--- src/hdl/abl_wd_pkg.sv ---
// Package: widths, register indexes, reset values and item types of the wall dissipation block.
package abl_wd_pkg;

	localparam int IN_W       = 32;
	localparam int CFG_W      = 18;
	localparam int OUT_W      = 40;
	localparam int CFG_IDX_W  = 8;
	localparam int CFG_DATA_W = 32;

	localparam logic [CFG_IDX_W-1:0] REG_CMU   = 8'd0;
	localparam logic [CFG_IDX_W-1:0] REG_KAPPA = 8'd1;

	localparam logic [CFG_W-1:0] CMU_RESET   = 18'd35895;
	localparam logic [CFG_W-1:0] KAPPA_RESET = 18'd26870;

	localparam int ROOT_W = 24;            // sqrt(k << 16)
	localparam int RAD_W  = 2 * ROOT_W;
	localparam int UT_W   = 26;            // friction velocity
	localparam int YZ_W   = IN_W + 1;
	localparam int DEN_W  = CFG_W + YZ_W;  // kappa*(y+z0), Q.32
	localparam int NUM_W  = UT_W + 32;     // ut << 32
	localparam int DUDY_W = 42;            // holds the cap 2^41
	localparam int CKH_W  = 34;
	localparam int CK_W   = 36;
	localparam int NG_W   = 48;
	localparam int MA_W   = 48;
	localparam int MB_W   = DUDY_W;
	localparam int PROD_W = MA_W + MB_W;
	localparam int DIFF_W = DUDY_W + 1;

	localparam logic [DUDY_W-1:0] CAP = {1'b1, 41'd0};
	localparam logic signed [DIFF_W-1:0] OUT_MAX = 43'sd549755813887;
	localparam logic signed [DIFF_W-1:0] OUT_MIN = -43'sd549755813888;

	typedef struct packed {
		logic [IN_W-1:0] cell_tke;
		logic [IN_W-1:0] wall_distance;
		logic [IN_W-1:0] roughness_length;
		logic [IN_W-1:0] laminar_visc;
		logic [IN_W-1:0] eddy_visc;
		logic [IN_W-1:0] shear_grad;
	} item_t;

	typedef struct packed {
		logic signed [OUT_W-1:0] dissipation;
		logic signed [OUT_W-1:0] production;
		logic                    denom_zero;
	} result_t;

endpackage

--- src/hdl/abl_wd_isqrt.sv ---
// Pipelined integer square root, one root bit per stage, with a sideband carried alongside.
module abl_wd_isqrt #(
	parameter int SW = 1
) (
	input  logic                           clk,
	input  logic                           arst_n,
	input  logic                           in_valid,
	input  logic [abl_wd_pkg::RAD_W-1:0]  rad,
	input  logic [SW-1:0]                  in_side,
	output logic                           out_valid,
	output logic [abl_wd_pkg::ROOT_W-1:0] root,
	output logic [SW-1:0]                  out_side
);
	localparam int N    = abl_wd_pkg::ROOT_W;
	localparam int RM_W = N + 2;

	logic                           v_s    [0:N];
	logic [abl_wd_pkg::RAD_W-1:0]  rad_s  [0:N];
	logic [RM_W-1:0]                rem_s  [0:N];
	logic [N-1:0]                   root_s [0:N];
	logic [SW-1:0]                  side_s [0:N];

	assign v_s[0]    = in_valid;
	assign rad_s[0]  = rad;
	assign rem_s[0]  = '0;
	assign root_s[0] = '0;
	assign side_s[0] = in_side;

	for (genvar j = 0; j < N; j++) begin : g_st
		logic [RM_W-1:0] rsh;
		logic [RM_W-1:0] trial;
		logic            ge;

		assign rsh   = {rem_s[j][RM_W-3:0], rad_s[j][abl_wd_pkg::RAD_W-1 -: 2]};
		assign trial = {root_s[j], 2'b01};
		assign ge    = rsh >= trial;

		always_ff @(posedge clk or negedge arst_n) begin
			if (!arst_n) v_s[j+1] <= 1'b0;
			else v_s[j+1] <= v_s[j];
		end

		always_ff @(posedge clk) begin
			rad_s[j+1]  <= rad_s[j] << 2;
			rem_s[j+1]  <= ge ? rsh - trial : rsh;
			root_s[j+1] <= {root_s[j][N-2:0], ge};
			side_s[j+1] <= side_s[j];
		end
	end

	assign out_valid = v_s[N];
	assign root      = root_s[N];
	assign out_side  = side_s[N];
endmodule

--- config.mk ---
export PLATFORM = sky130hd
export DESIGN_NAME = abl_wd_isqrt
export DESIGN_NICKNAME = d
export VERILOG_FILES = /design/src/hdl/abl_wd_pkg.sv /design/src/hdl/abl_wd_isqrt.sv
export SDC_FILE = /design/constraint.sdc
export NUM_CORES = 2
export LEC_CHECK = 0
export ABC_AREA = 1
export BUFFER_PORTS_ARGS = -buffer_cell sky130_fd_sc_hd__buf_2
export CAP_MARGIN = 40
export CORE_MARGIN = 2
export CORE_UTILIZATION = 40
export CTS_CLUSTER_DIAMETER = 150
export CTS_CLUSTER_SIZE = 28
export DETAILED_ROUTE_END_ITERATION = 8
export MAX_ROUTING_LAYER = met4
export PLACE_DENSITY_LB_ADDON = 0.25
export SLEW_MARGIN = 20
export SYNTH_ARGS = -nofsm -noshare
export SYNTH_HDL_FRONTEND = slang
export SYNTH_SLANG_ARGS = --single-unit
--- constraint.sdc ---
create_clock -name clk -period 2.48 [get_ports clk]
set_input_delay 0.248 -clock clk [delete_from_list [all_inputs] [get_ports clk]]
set_output_delay 0.248 -clock clk [all_outputs]
set_load 0.01 [all_outputs]
==> load_flow_metrics.sql <==
INSERT INTO impl_metrics (metric_group, metric, value, unit) VALUES
('worst_setup_path', 'required', '3090', 'ps'),
('yosys', 'post_synth.cell_area_avg', '7.30', 'um2'),
('sta', 'setup_repair_after_global_routing_missed_its_margin', 'true', ''),
('floorplanning', 'core.rowCount', '144', ''),
('pwr', 'p_total', '60000', 'uW'),
('global_routing', 'grt_overflow_total', '0', ''),
('routing', 'drt-wirelength-per-cell', '15.3', 'um'),
('yosys', 'synth_sequential_area_ratio', '46.3', '%'),
('yosys', 'number_of_enable_type_register_cells_in_the_synthesized_netlist', '0', ''),
('floorplanning', 'die-height', '397', 'um'),
('floorplanning', 'number_of_primary_i_o_pins', '78', ''),
('place', 'routabilityCongestion', '0.951', ''),
('worst_setup_path', 'reg2reg_slack', '150', 'ps'),
('layout', 'antennaDiodeCount', '0', ''),
('place', 'cell_area_after_placement', '65000', 'um2'),
('layout', 'area_growth', '8.73', '%'),
('worst_setup_path', 'r2r-start', 'g_st[21].trial[8]$_DFF_P_', ''),
('layout', 'fillers', '15800', ''),
('routing', 'drt.antenna.violating_nets', '0', ''),
('yosys', 'ys_types', '51', ''),
('routing', 'post-route-drc-count', '0', ''),
('sta', 'totalNegativeSetupSlack', '0', 'ps'),
('yosys', 'synthDominantCellAreaShare', '45.3', '%'),
('pwr', 'vdd.ir_drop.worst', '0.000669', 'V'),
('clock_network', 'tritoncts', 'done', ''),
('sta', 'min_period_over_period', '93.9', '%'),
('yosys', 'synth-main-ff-cell', 'sky130_fd_sc_hd__dfxtp_1', ''),
('clock_network', 'clkTransAtPathRegs', '110', 'ps'),
('clock_network', 'clock_insertion_delay_worst_skew', '760', 'ps'),
('flow_run', 'max_cap_viol_count', '0', ''),
('routing', 'routed_wirelength', '164000', 'um'),
('yosys', 'synth.top_cells.by_area', 'sky130_fd_sc_hd__dfxtp_1, sky130_fd_sc_hd__nand2_1, sky130_fd_sc_hd__inv_1, sky130_fd_sc_hd__ha_1, sky130_fd_sc_hd__nor2_1', ''),
('worst_setup_path', 'critical_path.endpoint_type', 'register', ''),
('worst_setup_path', 'worstSetupPathType', 'reg -> reg', ''),
('yosys', 'synth-seq-cells', '1422', ''),
('worst_setup_path', 'reg2reg_to', 'g_st[22].rsh[23]$_DFF_P_', ''),
('place', 'portBuffers', '77', ''),
('place', 'place_hpwl', '134000', 'um'),
('floorplanning', 'initial_core_util', '40.2', '%'),
('global_routing', 'grt_max_degree', '32', ''),
('global_routing', 'antenna_violations_before_repair', '6', ''),
('layout', 'fin_util', '43.7', '%'),
('global_routing', 'grt_first_pass_wirelength', '258000', 'um'),
('sta', 'fmax', '430', 'MHz'),
('hold_path', 'worst_hold_path_type', 'in -> async', ''),
('layout', 'num-nets-final', '9066', ''),
('layout', 'final_cell_area', '67200', 'um2'),
('yosys', 'synth.yosys.warnings', '0', ''),
('floorplanning', 'die_width', '397', 'um'),
('routing', 'via_count', '50500', ''),
('sta', 'finalWorstPathRequiredPeriod', '2330', 'ps'),
('worst_setup_path', 'critical_path_startpoint_category', 'register', ''),
('layout', 'fraction_of_final_layout_cells_sized_beyond_drive_strength_1', '4.01', '%'),
('worst_setup_path', 'crit_path_max_fanout', '23', ''),
('clock_network', 'cts.root.buffer_cell', 'sky130_fd_sc_hd__clkbuf_16', ''),
('clock_network', 'clock_sink_count', '1422', ''),
('worst_setup_path', 'reg2regPathDepth', '10', ''),
('yosys', 'ys_async_sr_fraction', '1.69', '%'),
('global_routing', 'first_global_vias', '47600', ''),
('pwr', 'power_leakage', '0.0364', 'uW'),
('yosys', 'number_of_standard_cells_after_synthesis', '8471', ''),
('clock_network', 'cts_max_level', '2', ''),
('routing', 'detail_route.first_pass.iterations', '9', ''),
('floorplanning', 'die_area', '158000', 'um2'),
('worst_setup_path', 'arrival', '2940', 'ps'),
('run_status', 'outcome', 'complete, no violations', ''),
('sta', 'worst-slew-pin-transition', '621', 'ps'),
('global_routing', 'track_usage', '21.2', '%'),
('yosys', 'synth_area', '61800', 'um2'),
('floorplanning', 'core-area', '154000', 'um2'),
('sta', 'slew_viol_final', '0', ''),
('sta', 'clock_skew', '55.7', 'ps'),
('sta', 'finalHoldViolCount', '0', ''),
('sta', 'finalSetupViolations', '0', ''),
('yosys', 'synth.net_count', '8848', ''),
('yosys', 'synth_largest_area_cell', 'sky130_fd_sc_hd__dfxtp_1', ''),
('clock_network', 'cts_made_buffers', '57', ''),
('pwr', 'pwr_density', '893', 'nW/um2'),
('clock_network', 'clk_path_buf_depth', '3', ''),
('sta', 'worst_hold_slack', '93.5', 'ps'),
('routing', 'drt_iter0_drc', '3709', ''),
('routing', 'avgViaCountPerCell', '4.70', ''),
('sta', 'timing.slew.headroom', '58.2', '%');
[cells in the final DEF, fill, tap and decap left out, types with 10 or more instances in the layout]
cell and instances:
sky130_fd_sc_hd__nand2_1 2828, sky130_fd_sc_hd__inv_1 1477, sky130_fd_sc_hd__dfxtp_1 1393, sky130_fd_sc_hd__nor2_1 713, sky130_fd_sc_hd__nand3_1 437, sky130_fd_sc_hd__ha_1 324, sky130_fd_sc_hd__a21oi_1 312, sky130_fd_sc_hd__nand4_1 190
sky130_fd_sc_hd__o21ai_0 143, sky130_fd_sc_hd__xor2_1 134, sky130_fd_sc_hd__buf_4 97, sky130_fd_sc_hd__xnor2_1 81, sky130_fd_sc_hd__nand3b_1 78, sky130_fd_sc_hd__buf_2 78, sky130_fd_sc_hd__nor3_1 57, sky130_fd_sc_hd__clkbuf_16 57
sky130_fd_sc_hd__dlygate4sd3_1 52, sky130_fd_sc_hd__o21ai_1 49, sky130_fd_sc_hd__dfrtp_1 24, sky130_fd_sc_hd__or2_2 21, sky130_fd_sc_hd__nor2_2 18, sky130_fd_sc_hd__inv_2 12, sky130_fd_sc_hd__nor4_1 12, sky130_fd_sc_hd__o21bai_1 10
[cell type report]
cell class	count	area [um2]	area share (%)
Inverter	1490	5600	8.33
Clock inverter	7	109	0.162
Tap cell	2044	2560	3.81
Sequential cell	1422	28600	42.6
Clock buffer	60	1450	2.15
Multi-Input combinational cell	5482	27100	40.3
Timing Repair Buffer	236	1820	2.71
[worst max-delay path by stage]
stage / slack [ps] / endpoint / cells after the start / start
final: 150 / g_st[22].rsh[23]$_DFF_P_ / 10 / g_st[21].trial[8]$_DFF_P_
after global routing: -10 / g_st[14].rsh[4]$_DFF_P_ / 11 / g_st[13].trial[5]$_DFF_P_
after CTS: 20 / g_st[17].rsh[3]$_DFF_P_ / 14 / g_st[16].trial[13]$_DFF_P_
after detailed placement: -20 / g_st[17].rsh[3]$_DFF_P_ / 13 / g_st[16].trial[17]$_DFF_P_
after global placement: -7 / g_st[17].rsh[3]$_DFF_P_ / 13 / g_st[16].trial[17]$_DFF_P_
after floorplan: 660 / g_st[4].rsh[25]$_DFF_P_ / 12 / g_st[3].trial[3]$_DFF_P_
[stage by stage]
step	std cells	setup WS (ps)
global route	10700	-10.2
CTS	10700	17.5
finish	10700	152
global placement	10600	-7.05
detailed placement	10600	-20.0
floorplan	8471	656
[cell usage after synthesis, types with 2 or more instances]
| library cell | count |
|---|---|
| sky130_fd_sc_hd__nand3_1 | 437 |
| sky130_fd_sc_hd__or2_0 | 3 |
| sky130_fd_sc_hd__a21o_1 | 2 |
| sky130_fd_sc_hd__o211ai_1 | 2 |
| sky130_fd_sc_hd__o21bai_1 | 10 |
| sky130_fd_sc_hd__inv_1 | 1477 |
| sky130_fd_sc_hd__nor2_1 | 714 |
| sky130_fd_sc_hd__or2_2 | 21 |
| sky130_fd_sc_hd__xor2_1 | 134 |
| sky130_fd_sc_hd__ha_1 | 325 |
| sky130_fd_sc_hd__a211oi_1 | 2 |
| sky130_fd_sc_hd__a21oi_2 | 2 |
| sky130_fd_sc_hd__dfxtp_1 | 1398 |
| sky130_fd_sc_hd__nand3_2 | 8 |
| sky130_fd_sc_hd__nand3b_1 | 78 |
| sky130_fd_sc_hd__a21oi_4 | 2 |
| sky130_fd_sc_hd__and3_1 | 6 |
| sky130_fd_sc_hd__o21ai_0 | 144 |
| sky130_fd_sc_hd__buf_6 | 21 |
| sky130_fd_sc_hd__a21oi_1 | 314 |
| sky130_fd_sc_hd__nor2_4 | 5 |
| sky130_fd_sc_hd__nor3_1 | 57 |
| sky130_fd_sc_hd__dfrtp_1 | 24 |
| sky130_fd_sc_hd__or2_1 | 2 |
| sky130_fd_sc_hd__o21a_1 | 4 |
| sky130_fd_sc_hd__nand2_1 | 2828 |
| sky130_fd_sc_hd__buf_4 | 22 |
| sky130_fd_sc_hd__xnor2_1 | 81 |
| sky130_fd_sc_hd__nor2_2 | 17 |
| sky130_fd_sc_hd__nand4_1 | 190 |
| sky130_fd_sc_hd__clkbuf_1 | 2 |
| sky130_fd_sc_hd__and2_1 | 4 |
| sky130_fd_sc_hd__nand2_2 | 8 |
| sky130_fd_sc_hd__o21ai_1 | 49 |
| sky130_fd_sc_hd__inv_2 | 12 |
| sky130_fd_sc_hd__and2_0 | 2 |
| sky130_fd_sc_hd__buf_2 | 32 |
| sky130_fd_sc_hd__nand3_4 | 4 |
| sky130_fd_sc_hd__o21ai_2 | 4 |
| sky130_fd_sc_hd__nor3_4 | 2 |
| sky130_fd_sc_hd__nor4_1 | 12 |
[critical path, cell delays in order, from the launching register on]
cell                      delay [ps]
sky130_fd_sc_hd__dfxtp_1         410
sky130_fd_sc_hd__inv_1            70
sky130_fd_sc_hd__ha_1            340
sky130_fd_sc_hd__nand2_1         140
sky130_fd_sc_hd__nor2_1          300
sky130_fd_sc_hd__nand3_1         120
sky130_fd_sc_hd__nand3_1         250
sky130_fd_sc_hd__nand3_4         130
sky130_fd_sc_hd__buf_4           260
sky130_fd_sc_hd__nand4_1         150
sky130_fd_sc_hd__nand2_1          60
[flip-flops by register name, summed over array words and instances (netlist names)]
name / cells
out_side: 1
side_s: 23
g_st.trial: 276
out_valid: 1
v_s: 23
root: 24
g_st.rsh: 568
rad_s: 506
[where the power goes]
part	leakage [uW]	internal (uW)	switching [uW]
registers	0.0120	26800	3510
logic	0.0236	6430	12000
clock network	0.000762	4260	7020
total	0.0364	37500	22500
[metal layers]
layer  GRT usage (%)  share of wire [%]
met5               -                  0
met4            5.43                2.6
met3            1.81                4.5
met2            34.0                 45
met1            28.6                 48
[what timing repair did]
action | in CTS | in global routing
hold buffers | 53 | 0
buffers inserted | 0 | 3
pin swaps | 0 | 2
endpoints found under the setup margin | 1 | 53
gates cloned | 0 | 1
gates resized for setup | 3 | 9
endpoints found under the hold margin | 75 | 0
[cell families (layout without fill, tap and decap cells)]
group | Yosys count | after routing | synth area share, %
adder cells (fa/ha/maj) | 325 | 325 | 6.58
XOR/XNOR | 215 | 215 | 3.05
AND/OR/NAND/NOR | 4402 | 4403 | 29.6
flip-flops | 1422 | 1422 | 46.3
other | 1 | 1 | 0.00607
buffers and inverters | 1568 | 1793 | 9.98
AO/OA/AOI/OAI | 538 | 538 | 4.54
Power figures use the tool's default switching activity.
